## src/sv/ssr_pkg.sv

```systemverilog
// Shared constants, types and configuration indexes for the stream substring replacer.
package ssr_pkg;

    localparam int BYTE_W      = 8;
    localparam int WIN_DEPTH   = 8;
    localparam int WIN_IDX_W   = 3;
    localparam int CNT_W       = 4;
    localparam int JOB_BYTES   = 8;
    localparam int Q_DEPTH     = 4;
    localparam int Q_PTR_W     = 2;
    localparam int Q_CNT_W     = 3;
    localparam int CFG_IDX_W   = 2;
    localparam int CFG_DATA_W  = 64;

    localparam logic [CNT_W-1:0] MAX_PAT_LEN = 4'd8;
    localparam logic [CNT_W-1:0] MAX_REP_LEN = 4'd8;

    typedef logic [BYTE_W-1:0] t_byte;

    typedef enum logic [CFG_IDX_W-1:0] {
        CFG_PATTERN_BYTES      = 2'd0,
        CFG_PATTERN_LENGTH     = 2'd1,
        CFG_REPLACEMENT_BYTES  = 2'd2,
        CFG_REPLACEMENT_LENGTH = 2'd3
    } t_cfg_idx;

    // One queued emission job: up to eight bytes, sent oldest first.
    typedef struct packed {
        logic [JOB_BYTES*BYTE_W-1:0] bytes;
        logic [CNT_W-1:0]            nbytes;
        logic                        last;
    } t_job;

    typedef struct packed {
        logic push;
        t_job job;
    } t_push;

    typedef struct packed {
        logic full;
        logic empty;
    } t_q_stat;

endpackage

```

## src/sv/ssr_in_if.sv

```systemverilog
// Input channel carrying source stream bytes.
interface ssr_in_if import ssr_pkg::*; ();
    logic  valid;
    logic  ready;
    t_byte in_byte;
    logic  in_last;

    modport source(output valid, output in_byte, output in_last, input ready);
    modport sink(input valid, input in_byte, input in_last, output ready);
endinterface

```

## src/sv/ssr_out_if.sv

```systemverilog
// Output channel carrying emitted bytes and end markers.
interface ssr_out_if import ssr_pkg::*; ();
    logic  valid;
    logic  ready;
    t_byte out_byte;
    logic  out_has_byte;
    logic  run_last;
    logic  stream_end;

    modport source(output valid, output out_byte, output out_has_byte, output run_last,
                   output stream_end, input ready);
    modport sink(input valid, input out_byte, input out_has_byte, input run_last,
                 input stream_end, output ready);
endinterface

```

## src/sv/stream_substring_replace.sv

```systemverilog
// The first result of a byte is written into the job queue when the byte is taken, then
// loaded into the output register, from which it can be taken.
// Throughput: one input byte per cycle while each byte yields at most one result and the
// job queue is not full; a replacement or a stream-end flush of N bytes is sent as N output
// transactions, and the four-entry job queue absorbs that burst before the input stalls.
// Reset (synchronous, active low) clears the window count, the job queue, the output valid
// flag and all configuration registers; the block is ready the cycle after reset.
module stream_substring_replace import ssr_pkg::*; (
    input  logic                  i_clk,
    input  logic                  i_rst_n,
    ssr_in_if.sink                i_in_ch,
    ssr_out_if.source             o_out_ch,
    input  logic                  i_cfg_we,
    input  logic [CFG_IDX_W-1:0]  i_cfg_index,
    input  logic [CFG_DATA_W-1:0] i_cfg_data
);

    logic [CFG_DATA_W-1:0] r_pattern;
    logic [CNT_W-1:0]      r_plen;
    logic [CFG_DATA_W-1:0] r_replacement;
    logic [CNT_W-1:0]      r_rlen;

    logic [CNT_W-1:0] plen_eff;
    logic [CNT_W-1:0] rlen_eff;
    t_push            w_push;
    t_q_stat          w_q_stat;
    t_job             w_head;
    logic             w_pop;

    always_ff @(posedge i_clk) begin
        if (!i_rst_n) begin
            r_pattern     <= '0;
            r_plen        <= '0;
            r_replacement <= '0;
            r_rlen        <= '0;
        end else if (i_cfg_we) begin
            unique case (t_cfg_idx'(i_cfg_index))
                CFG_PATTERN_BYTES:      r_pattern     <= i_cfg_data;
                CFG_PATTERN_LENGTH:     r_plen        <= i_cfg_data[CNT_W-1:0];
                CFG_REPLACEMENT_BYTES:  r_replacement <= i_cfg_data;
                CFG_REPLACEMENT_LENGTH: r_rlen        <= i_cfg_data[CNT_W-1:0];
                default: ;
            endcase
        end
    end

    assign plen_eff = (r_plen > MAX_PAT_LEN) ? MAX_PAT_LEN : r_plen;
    assign rlen_eff = (r_rlen > MAX_REP_LEN) ? MAX_REP_LEN : r_rlen;

    ssr_front u_front (
        .i_clk         (i_clk),
        .i_rst_n       (i_rst_n),
        .i_in_ch       (i_in_ch),
        .i_pattern     (r_pattern),
        .i_plen        (plen_eff),
        .i_replacement (r_replacement),
        .i_rlen        (rlen_eff),
        .i_q_stat      (w_q_stat),
        .o_push        (w_push)
    );

    ssr_queue u_queue (
        .i_clk   (i_clk),
        .i_rst_n (i_rst_n),
        .i_push  (w_push),
        .i_pop   (w_pop),
        .o_head  (w_head),
        .o_stat  (w_q_stat)
    );

    ssr_back u_back (
        .i_clk    (i_clk),
        .i_rst_n  (i_rst_n),
        .i_head   (w_head),
        .i_q_stat (w_q_stat),
        .o_pop    (w_pop),
        .o_out_ch (o_out_ch)
    );

    // The front must never push a job into a full queue.
    a_no_overflow: assert property (@(posedge i_clk) disable iff (!i_rst_n)
        w_push.push |-> !w_q_stat.full)
        else $error("job pushed into a full queue");

    // The back must never pop an empty queue.
    a_no_underflow: assert property (@(posedge i_clk) disable iff (!i_rst_n)
        w_pop |-> !w_q_stat.empty)
        else $error("job popped from an empty queue");

    // An end marker only closes a stream and carries a zero byte.
    a_marker_form: assert property (@(posedge i_clk) disable iff (!i_rst_n)
        (o_out_ch.valid && !o_out_ch.out_has_byte) |->
            (o_out_ch.run_last && o_out_ch.stream_end && o_out_ch.out_byte == '0))
        else $error("malformed end marker");

endmodule

```

## src/sv/ssr_front.sv

```systemverilog
// Front end: keeps the pending window, compares it with the pattern and builds emission jobs.
module ssr_front import ssr_pkg::*; (
    input  logic                  i_clk,
    input  logic                  i_rst_n,
    ssr_in_if.sink                i_in_ch,
    input  logic [CFG_DATA_W-1:0] i_pattern,
    input  logic [CNT_W-1:0]      i_plen,
    input  logic [CFG_DATA_W-1:0] i_replacement,
    input  logic [CNT_W-1:0]      i_rlen,
    input  t_q_stat               i_q_stat,
    output t_push                 o_push
);

    t_byte            r_win [WIN_DEPTH];
    logic [CNT_W-1:0] r_cnt;
    t_byte            n_win [WIN_DEPTH];
    logic [CNT_W-1:0] n_cnt;

    t_byte            win_p [WIN_DEPTH];
    logic [CNT_W-1:0] cnt_p;
    logic             all_eq;
    logic             match;
    logic             reach;
    logic             accept;
    t_job             job;

    assign i_in_ch.ready = !i_q_stat.full;
    assign accept        = i_in_ch.valid && i_in_ch.ready;

    always_comb begin
        for (int i = 0; i < WIN_DEPTH; i++) begin
            win_p[i] = (CNT_W'(i) == r_cnt) ? i_in_ch.in_byte : r_win[i];
        end
        cnt_p  = r_cnt + CNT_W'(1);
        all_eq = 1'b1;
        for (int i = 0; i < WIN_DEPTH; i++) begin
            if (CNT_W'(i) < i_plen && win_p[i] != i_pattern[i*BYTE_W +: BYTE_W]) begin
                all_eq = 1'b0;
            end
        end
        match = (cnt_p == i_plen) && (i_plen != '0) && all_eq;
        reach = (cnt_p >= i_plen);
    end

    always_comb begin
        job.last = i_in_ch.in_last;
        if (match) begin
            job.bytes  = i_replacement;
            job.nbytes = i_rlen;
        end else begin
            for (int i = 0; i < WIN_DEPTH; i++) begin
                job.bytes[i*BYTE_W +: BYTE_W] = win_p[i];
            end
            if (i_in_ch.in_last) begin
                job.nbytes = cnt_p;
            end else if (reach) begin
                job.nbytes = CNT_W'(1);
            end else begin
                job.nbytes = '0;
            end
        end
        o_push.job  = job;
        o_push.push = accept && (job.nbytes != '0 || i_in_ch.in_last);
    end

    // The window only shifts on a plain pop; a match or a stream end drains it entirely.
    always_comb begin
        n_win = r_win;
        n_cnt = r_cnt;
        if (accept) begin
            if (match || i_in_ch.in_last) begin
                n_cnt = '0;
            end else if (reach) begin
                for (int i = 0; i < WIN_DEPTH - 1; i++) begin
                    n_win[i] = win_p[i+1];
                end
                n_win[WIN_DEPTH-1] = '0;
                n_cnt = r_cnt;
            end else begin
                n_win = win_p;
                n_cnt = cnt_p;
            end
        end
    end

    always_ff @(posedge i_clk) begin
        r_win <= n_win;
        if (!i_rst_n) begin
            r_cnt <= '0;
        end else begin
            r_cnt <= n_cnt;
        end
    end

endmodule

```

## src/sv/ssr_queue.sv

```systemverilog
// Small job queue that decouples the window logic from the byte serializer.
module ssr_queue import ssr_pkg::*; (
    input  logic    i_clk,
    input  logic    i_rst_n,
    input  t_push   i_push,
    input  logic    i_pop,
    output t_job    o_head,
    output t_q_stat o_stat
);

    t_job               r_mem [Q_DEPTH];
    logic [Q_PTR_W-1:0] r_wr_ptr;
    logic [Q_PTR_W-1:0] r_rd_ptr;
    logic [Q_CNT_W-1:0] r_count;
    logic [Q_CNT_W-1:0] n_count;

    assign o_head       = r_mem[r_rd_ptr];
    assign o_stat.full  = (r_count == Q_CNT_W'(Q_DEPTH));
    assign o_stat.empty = (r_count == '0);

    always_comb begin
        n_count = r_count;
        if (i_push.push && !i_pop) begin
            n_count = r_count + Q_CNT_W'(1);
        end else if (!i_push.push && i_pop) begin
            n_count = r_count - Q_CNT_W'(1);
        end
    end

    always_ff @(posedge i_clk) begin
        if (i_push.push) begin
            r_mem[r_wr_ptr] <= i_push.job;
        end
    end

    always_ff @(posedge i_clk) begin
        if (!i_rst_n) begin
            r_wr_ptr <= '0;
            r_rd_ptr <= '0;
            r_count  <= '0;
        end else begin
            if (i_push.push) begin
                r_wr_ptr <= r_wr_ptr + Q_PTR_W'(1);
            end
            if (i_pop) begin
                r_rd_ptr <= r_rd_ptr + Q_PTR_W'(1);
            end
            r_count <= n_count;
        end
    end

endmodule

```

## src/sv/ssr_back.sv

```systemverilog
// Back end: serializes the head job into one output transaction per byte or end marker.
module ssr_back import ssr_pkg::*; (
    input  logic        i_clk,
    input  logic        i_rst_n,
    input  t_job        i_head,
    input  t_q_stat     i_q_stat,
    output logic        o_pop,
    ssr_out_if.source   o_out_ch
);

    logic [WIN_IDX_W-1:0] r_idx;
    logic                 r_valid;
    t_byte                r_byte;
    logic                 r_has_byte;
    logic                 r_run_last;
    logic                 r_stream_end;

    logic load;
    logic take;
    logic marker;
    logic final_byte;

    assign load       = !r_valid || o_out_ch.ready;
    assign take       = load && !i_q_stat.empty;
    assign marker     = (i_head.nbytes == '0);
    assign final_byte = marker || ({1'b0, r_idx} + CNT_W'(1) == i_head.nbytes);
    assign o_pop      = take && final_byte;

    assign o_out_ch.valid        = r_valid;
    assign o_out_ch.out_byte     = r_byte;
    assign o_out_ch.out_has_byte = r_has_byte;
    assign o_out_ch.run_last     = r_run_last;
    assign o_out_ch.stream_end   = r_stream_end;

    always_ff @(posedge i_clk) begin
        if (take) begin
            r_byte       <= marker ? '0 : i_head.bytes[{r_idx, 3'b000} +: BYTE_W];
            r_has_byte   <= !marker;
            r_run_last   <= final_byte;
            r_stream_end <= final_byte && i_head.last;
        end
    end

    always_ff @(posedge i_clk) begin
        if (!i_rst_n) begin
            r_valid <= 1'b0;
            r_idx   <= '0;
        end else begin
            if (load) begin
                r_valid <= !i_q_stat.empty;
            end
            if (take) begin
                r_idx <= final_byte ? '0 : r_idx + WIN_IDX_W'(1);
            end
        end
    end

endmodule

```

## src/flat_wrapper.sv

```systemverilog
// flat-port wrapper written by rule: the top's interface ports become plain ports
module stream_substring_replace_flat import ssr_pkg::*;
  (i_clk, i_rst_n, i_cfg_we, i_cfg_index, i_cfg_data, i_in_ch_valid, i_in_ch_in_byte, i_in_ch_in_last, i_in_ch_ready, o_out_ch_valid, o_out_ch_out_byte, o_out_ch_out_has_byte, o_out_ch_run_last, o_out_ch_stream_end, o_out_ch_ready);
  ssr_in_if i_in_ch_i ();
  ssr_out_if o_out_ch_i ();
  input  logic i_clk;
  input  logic i_rst_n;
  input  logic i_cfg_we;
  input  logic [CFG_IDX_W-1:0] i_cfg_index;
  input  logic [CFG_DATA_W-1:0] i_cfg_data;
  input wire logic [$bits(i_in_ch_i.valid)-1:0] i_in_ch_valid;
  input wire logic [$bits(i_in_ch_i.in_byte)-1:0] i_in_ch_in_byte;
  input wire logic [$bits(i_in_ch_i.in_last)-1:0] i_in_ch_in_last;
  output wire logic [$bits(i_in_ch_i.ready)-1:0] i_in_ch_ready;
  output wire logic [$bits(o_out_ch_i.valid)-1:0] o_out_ch_valid;
  output wire logic [$bits(o_out_ch_i.out_byte)-1:0] o_out_ch_out_byte;
  output wire logic [$bits(o_out_ch_i.out_has_byte)-1:0] o_out_ch_out_has_byte;
  output wire logic [$bits(o_out_ch_i.run_last)-1:0] o_out_ch_run_last;
  output wire logic [$bits(o_out_ch_i.stream_end)-1:0] o_out_ch_stream_end;
  input wire logic [$bits(o_out_ch_i.ready)-1:0] o_out_ch_ready;
  assign i_in_ch_i.valid = i_in_ch_valid;
  assign i_in_ch_i.in_byte = i_in_ch_in_byte;
  assign i_in_ch_i.in_last = i_in_ch_in_last;
  assign i_in_ch_ready = i_in_ch_i.ready;
  assign o_out_ch_valid = o_out_ch_i.valid;
  assign o_out_ch_out_byte = o_out_ch_i.out_byte;
  assign o_out_ch_out_has_byte = o_out_ch_i.out_has_byte;
  assign o_out_ch_run_last = o_out_ch_i.run_last;
  assign o_out_ch_stream_end = o_out_ch_i.stream_end;
  assign o_out_ch_i.ready = o_out_ch_ready;
  stream_substring_replace u_core (.i_clk(i_clk), .i_rst_n(i_rst_n), .i_in_ch(i_in_ch_i), .o_out_ch(o_out_ch_i), .i_cfg_we(i_cfg_we), .i_cfg_index(i_cfg_index), .i_cfg_data(i_cfg_data));
endmodule
```

## config.mk

```make
export PLATFORM = sky130hd
export DESIGN_NAME = stream_substring_replace_flat
export DESIGN_NICKNAME = d
export VERILOG_FILES = /design/src/sv/ssr_pkg.sv /design/src/sv/ssr_in_if.sv /design/src/sv/ssr_out_if.sv /design/src/sv/stream_substring_replace.sv /design/src/sv/ssr_front.sv /design/src/sv/ssr_queue.sv /design/src/sv/ssr_back.sv /design/src/flat_wrapper.sv
export SDC_FILE = /design/constraint.sdc
export NUM_CORES = 1
export LEC_CHECK = 0
export ABC_AREA = 1
export BUFFER_PORTS_ARGS = -buffer_cell sky130_fd_sc_hd__buf_2
export CAP_MARGIN = 40
export CORE_MARGIN = 5
export CORE_UTILIZATION = 40
export CTS_BUF_LIST = sky130_fd_sc_hd__clkbuf_8 sky130_fd_sc_hd__clkbuf_16
export CTS_CLUSTER_SIZE = 20
export DETAILED_ROUTE_END_ITERATION = 6
export GPL_TIMING_DRIVEN = 0
export PLACE_DENSITY_LB_ADDON = 0.05
export REMOVE_ABC_BUFFERS = 1
export SLEW_MARGIN = 20
export SYNTH_ARGS = -nofsm -noshare
export SYNTH_HDL_FRONTEND = slang
export SYNTH_SLANG_ARGS = --single-unit
```

## constraint.sdc

```tcl
create_clock -name i_clk -period 9.7 [get_ports i_clk]
set_input_delay 1.94 -clock i_clk [delete_from_list [all_inputs] [get_ports i_clk]]
set_output_delay 1.94 -clock i_clk [all_outputs]
set_load 0.005 [all_outputs]
```

Yosys cells after proc, flatten, opt, wreduce, memory -nomap -nowiden

Memories as Yosys holds them, arrays and structs flattened. A register that Yosys moved wholly into a read port is not among the register bits.
Index checks and enable logic that the tools add are counted.

Flip-flop bits (word level): 226
Bits in writable memories: 276
Input bits: 80
Output and inout bits: 13
Logic and storage cells: 136
Memories kept: 1

Add/sub/neg operators: 7
Order comparisons: 11
Equality and inequality tests: 22
Shift operators: 1
Multiplexer cells: 31
Bitwise operators: 1
Reductions and logical operators: 40

Memory list:

| name                 | words | bits a word | rd ports | clocked after memory_dff | write ports | RTL line        | RTL |
|---|---|---|---|---|---|---|---|
| u_core.u_queue.r_mem | 4     | 69          | 1        | 1                        | 1           | ssr_queue.sv:11 | `t_job r_mem [Q_DEPTH];` |

Operators by type and width:

| cell                                                 | count |
|---|---|
| two-way mux 68 bit                                   | 1 |
| two-way mux 64 bit                                   | 1 |
| two-way mux 8 bit                                    | 8 |
| != test 8 bit                                        | 8 |
| indexed part select 64 x 7 -> 8 bit                  | 1 |
| two-way mux 4 bit                                    | 5 |
| logical AND 1 bit                                    | 17 |
| equality test 3 x 4 -> 1 bit, first input constant   | 4 |
| < comparator 3 x 4 -> 1 bit, first input constant    | 4 |
| AND reduction 2 bit                                  | 6 |
| two-way mux 1 bit                                    | 11 |
| two-way mux 3 bit                                    | 3 |
| equality test 2 x 4 -> 1 bit, first input constant   | 2 |
| equality test 4 bit                                  | 2 |
| greater-than comparator 4 bit, second input constant | 2 |
| zero test 4 bit                                      | 2 |
| < comparator 1 x 4 -> 1 bit, first input constant    | 2 |
| < comparator 2 x 4 -> 1 bit, first input constant    | 2 |
| nonzero test 4 bit                                   | 2 |
| adder 3 x 1 -> 3 bit, second input constant          | 2 |
| zero test 1 bit                                      | 6 |
| adder 2 x 1 -> 2 bit, second input constant          | 2 |
| adder 3 x 1 -> 4 bit, second input constant          | 1 |
| adder 4 x 1 -> 4 bit, second input constant          | 1 |
| other kinds (13)                                     | 18 |

Longest topological paths before layout

Depth after elaboration: 21
Depth in mapped cells: 32
Gate-level depth less buffers: 30

Modules after synthesis

From an unflattened synthesis, not the netlist that was laid out.

Cells, all modules: 2848
Area, all modules: 24189.4 sq um

By module, submodules not included:

| module                   | instances | cells an instance | area each (sq um) | seq. area each (sq um) |
|---|---|---|---|---|
| ssr_queue                | 1         | 725               | 10680.2           | 8468.1 |
| ssr_front                | 1         | 1052              | 6422.4            | 2001.9 |
| stream_substring_replace | 1         | 888               | 5834.3            | 2722.6 |
| ssr_back                 | 1         | 183               | 1252.5            | 410.4 |

Least setup slack after synthesis

Ideal clock, no wire load.

Path type: input to register
Start point: in i_in_ch_in_byte[3]
End point: mem u_core.u_queue.r_mem[0][0] (netlist bit), enable pin
Setup time: 0.496 ns
Data arrival time: 6.488 ns
Required time: 9.204 ns
Path slack: 2.715 ns
Stages on the path: 19
Buffers on the path: 1
Cells stage by stage: clkbuf_1 -> inv_1 -> nand2_1 -> nand2_1 -> nand2_1 -> nand2_1 -> inv_1 -> nand2_1 -> nor2_1 -> nand2_1 -> a21oi_1 -> nand2_1 -> nor2_4 -> nand2_4 -> inv_2 -> a21oi_1 -> nand3_2 -> nand2_1 -> nor2_1

Word-level cells in the longest chain between the ends: 18
Elaborated cells between the ends (all ways): 39
Classes of those cells: eq/ne (8); mux (19); reduce/logical (12)

Ends and longest elaborated chain:

| element                                   | RTL line           | RTL |
|---|---|---|
| start, declared                           | flat_wrapper.sv:12 | `input wire logic [$bits(i_in_ch_i.in_byte)-1:0] i_in_ch_in_byte;` |
| two-way mux 8 bit                         | ssr_front.sv:32    | `win_p[i] = (CNT_W'(i) == r_cnt) ? i_in_ch.in_byte : r_win[i];` |
| != test 8 bit                             | ssr_front.sv:37    | `if (CNT_W'(i) < i_plen && win_p[i] != i_pattern[i*BYTE_W +: BYTE_W]) begin` |
| logical AND 1 bit                         | ssr_front.sv:37    |  |
| two-way mux 1 bit (7 in a row)            | ssr_front.sv:37    |  |
| two-way mux 1 bit *                       | ssr_front.sv:37    |  |
| logical AND 1 bit *                       | ssr_front.sv:41    | `match = (cnt_p == i_plen) && (i_plen != '0) && all_eq;` |
| two-way mux 68 bit *                      | ssr_front.sv:47    | `if (match) begin` |
| nonzero test 4 bit *                      | ssr_front.sv:63    | `o_push.push = accept && (job.nbytes != '0 \|\| i_in_ch.in_last);` |
| logical OR 1 bit *                        | ssr_front.sv:63    |  |
| logical AND 1 bit *                       | ssr_front.sv:63    |  |
| two-way mux 1 bit *                       | ssr_queue.sv:31    | `if (i_push.push) begin` |
| two-way mux 1 bit (implied by the code) * | ssr_queue.sv:32    | `r_mem[r_wr_ptr] <= i_push.job;` |
| end, declared                             | ssr_queue.sv:11    |  |

Every way passes the cells marked *; elsewhere a longest branch is shown, timed or not.

Worst setup path in the final report

Start point: reg u_core.u_front.r_cnt[0]
End point: mem u_core.u_queue.r_mem[0][47] (netlist bit), enable pin

Word-level cells in the longest chain between the ends: 19
Elaborated cells between the ends (all ways): 53
Classes of those cells: add/sub (1); order compare (1); eq/ne (16); mux (21); reduce/logical (14)

Ends and longest elaborated chain:

| element                                   | RTL line        | RTL |
|---|---|---|
| start, declared                           | ssr_front.sv:15 | `logic [CNT_W-1:0] r_cnt;` |
| start signal, assigned                    | ssr_front.sv:91 | `r_cnt <= n_cnt;` |
| zero test 4 bit                           | ssr_front.sv:32 |  |
| two-way mux 8 bit                         | ssr_front.sv:32 |  |
| != test 8 bit                             | ssr_front.sv:37 |  |
| logical AND 1 bit                         | ssr_front.sv:37 |  |
| two-way mux 1 bit (8 in a row)            | ssr_front.sv:37 |  |
| logical AND 1 bit                         | ssr_front.sv:41 |  |
| two-way mux 68 bit *                      | ssr_front.sv:47 |  |
| nonzero test 4 bit *                      | ssr_front.sv:63 |  |
| logical OR 1 bit *                        | ssr_front.sv:63 |  |
| logical AND 1 bit *                       | ssr_front.sv:63 |  |
| two-way mux 1 bit *                       | ssr_queue.sv:31 |  |
| two-way mux 1 bit (implied by the code) * | ssr_queue.sv:32 |  |

Marks and branches as above.

==> results.sh <==
export IMPL_port_buffers=92
export IMPL_area_growth_pct=16.4
export IMPL_routed_wl_um=69300
export IMPL_grt_busiest_layer="met2"
export IMPL_gp_congestion=0.831
export IMPL_die_area_um2=61400
export IMPL_drive_above_1_share_pct=10.2
export IMPL_synth_simple_area_share_pct=19.3
export IMPL_ys_warn_count=0
export IMPL_final_common_cell="nand2_1"
export IMPL_grt_pass1_vias=17100
export IMPL_criticalPathCategory="flop to flop"
export IMPL_yosysSeqAreaShare_pct=60.1
export IMPL_crit_slowest_cell="ha_1"
export IMPL_crit_path_frequent_cell="nand2_1"
export IMPL_clock_sinks=504
export IMPL_fin_crit_sh_pct=65.9
export IMPL_ctsRootBufferMaster="clkbuf_16"
export IMPL_grt_pass1_wl_um=104000
export IMPL_nets=2642
export IMPL_cts_made_buffers=55
export IMPL_postSynth_asyncResetShare_pct=0
export IMPL_htree_num_levels=2
export IMPL_drcViolationCount=0
export IMPL_cp_data_required_time_ns=10.01
export IMPL_critPathArrivalTime_ns=6.71
export IMPL_cts_buffer_depth=3
export IMPL_drt_iter0_drc=1273
export IMPL_io_pins=93
export IMPL_period_needed_ns=6.40
export IMPL_grt_max_degree=93
export IMPL_synth_main_ff_cell="edfxtp_1"
export IMPL_antenna_found_initial=1
export IMPL_synth_top_cell_by_area="edfxtp_1"
export IMPL_yosys_mux_area_fraction_pct=0
export IMPL_core_area_um2=56200
export IMPL_ys_types=38
export IMPL_setup_viol=0
export IMPL_dp_final_hpwl_um=47100
export IMPL_setup_worst_path_start_class="flop"
export IMPL_drv_slew=0
export IMPL_syn_inst=2483
export IMPL_worst_pin_slew_ns=0.919
export IMPL_hold_viol_final=0
export IMPL_postPlaceCellArea_um2=24500
export IMPL_wire_per_inst_um=20.7
export IMPL_outcome="finished clean"
export IMPL_synth_compound_area_share_pct=14.0
export IMPL_use_met1_pct=31.6
export IMPL_leakage_uw=0.0103
export IMPL_clk_pin_slew_worst_paths_ns=0.06
export IMPL_fp_dieH_um=248
export IMPL_fmax_mhz=156
export IMPL_postRouteAntennaNets=0
export IMPL_p_int_uw=4240
export IMPL_finalInstanceArea_um2=26300
export IMPL_pwr_share_seq_pct=43.7
export IMPL_cp_max_fo=64
export IMPL_fin_util_pct=46.9
export IMPL_synth_top_family_by_area="simple AND/OR/NAND/NOR gates"
export IMPL_cts_setup_buffers=0
export IMPL_p_sw_share_pct=31.9
export IMPL_clockPowerShare_pct=32.2
export IMPL_vias=17900
export IMPL_die_w_um=248
export IMPL_drv_cap=0
export IMPL_synth_top_cells_by_area="edfxtp_1 47%, dfxtp_1 14%, o21ai_0 8.1%, nand2_1 8.0%, nor2_1 6.8%"
export IMPL_num_rows=87
export IMPL_hp_class="flop to flop"
export IMPL_initial_utilization_pct=40.3
export IMPL_fin_skew_ns=0.0249
export IMPL_synth_xor_area_share_pct=0.271
export IMPL_rsz0062_at_grt="false"
export IMPL_final_cell_mix="480 x nand2_1, 400 x nor2_1, 367 x o21ai_0, 351 x edfxtp_1, 177 x inv_1"
export IMPL_hold_ws_ns=0.456
export IMPL_synthesis_area_um2=22600
export IMPL_use_met3_pct=2.93
export IMPL_insertion_delay_ns=0.62
export IMPL_p_per_area_nw_per_um2=236
export IMPL_viasPerCell=5.33
export IMPL_cts_tree="done"
export IMPL_synth_top_area_share_pct=46.6
export IMPL_grt_usage_pct=22.3
export IMPL_irDropWorstVdd_mv=0.131
export IMPL_crit_chain="ha_1 -> nand3_1 -> inv_1 -> nand2_1 -> nand3_1 -> nand2_1 -> nor2_1 -> nand2_1 -> nor2_1 -> nand2_1 -> nand2_1 -> nand3_1 -> nand2_2 -> nand2_4 -> inv_4 -> a21oi_1 -> nand3_2 -> nand2_1 -> nor2_4 -> buf_12 -> buf_12"
export IMPL_p_sw_uw=1980
export IMPL_synth_edf_count=351
export IMPL_comb_power_share_pct=24.1
export IMPL_met2_usage_pct=36.1
export IMPL_synth_seq_cells=504
export IMPL_cp_end_kind="flop"
export IMPL_avgSynthCellArea_um2=9.11
export IMPL_relSlewSlack_pct=38.1
export IMPL_cts_resized=0
export IMPL_synth_fa_ha_area_share_pct=0.863
export IMPL_cts_hold_buf=0
export IMPL_drt_pass1_iterations=5
export IMPL_overflow=0
export IMPL_slowest_delay_ns=0.65
==> logic make-up (layout without fill, tap and decap cells) <==
kind of cell,Yosys count,count (layout)
fa+ha+maj,15,15
xor+xnor,7,7
buf+inv,311,420
simple gates,1067,1067
compound gates,579,579
flops,504,504
other cells,0,1
==> metal layers <==
metal  up-vias  routed length [um]
li1       8667                   -
met1      8644               32100
met2       442               32300
met3        99                2900
met4         0                1920
met5         -                   0
==> sequential cells by signal, indices dropped and copies added, names as in the netlist, 4 cells and up, named ones only <==
name,count
u_core.u_front.r_win,64
u_core.u_queue.r_mem,276
u_core.r_replacement,64
u_core.r_plen,4
u_core.u_back.o_out_ch.out_byte,8
u_core.r_pattern,64
u_core.r_rlen,4
u_core.u_front.r_cnt,4
==> power groups by stage <==
stage | Sequential (uW) | Clock, uW | Combinational, uW
2_1_floorplan | 2790 | 0 | 782
3_3_place_gp | 2870 | 0 | 1280
3_5_place_dp | 2760 | 0 | 1510
4_1_cts | 2720 | 2050 | 1520
5_1_grt | 2740 | 2140 | 1660
6_report | 2720 | 2000 | 1500
==> cell type report <==
class	instances	area, um2
Multi-Input combinational cell	1668	7870
Clock buffer	63	1500
Clock inverter	39	226
Antenna cell	1	2.50
Fill cell	5491	29800
Timing Repair Buffer	151	1540
Sequential cell	504	13600
Inverter	167	639
Tap cell	756	946
==> per-stage QoR <==
stage / cells / total power, uW / setup TNS [ns] / setup WS [ns]
after global routing: 3348 / 6540 / 0 / 2.71
after floorplan: 2339 / 3570 / 0 / 2.04
after CTS: 3331 / 6290 / 0 / 3.11
after detailed placement: 3229 / 4280 / 0 / 2.89
final: 3349 / 6220 / 0 / 3.30
after global placement: 3187 / 4150 / -1052.71 / -3.57
==> synthesized netlist by cell type (25+ instances only) <==
master and n:
nor2_1 407, inv_1 161, a21oi_1 76, clkbuf_1 115
edfxtp_1 351, a31oi_1 42, dfxtp_1 153, o22ai_1 39
nand2_1 482, o21ai_0 367, o221ai_1 25, nand3_1 135
==> final timing paths <==
check,start,cells after the start,to,slack (ns)
setup / recovery,u_core.u_front.r_cnt[0],21,u_core.u_queue.r_mem[0][47],3.30
hold / removal,u_core.r_rlen[2],2,u_core.r_rlen[2],0.46
setup reg to reg,u_core.u_front.r_cnt[0],21,u_core.u_queue.r_mem[0][47],3.30
hold reg to reg,u_core.r_rlen[2],2,u_core.r_rlen[2],0.46
==> worst max-delay path: cells and delay by family, from the launching register on <==
kind            cells  cell delay [ns]
compound gates      1             0.17
fa+ha+maj           1             0.65
buf+inv             4             1.62
flops               1             0.48
simple gates       15             3.12
Power figures use the tool's default switching activity.
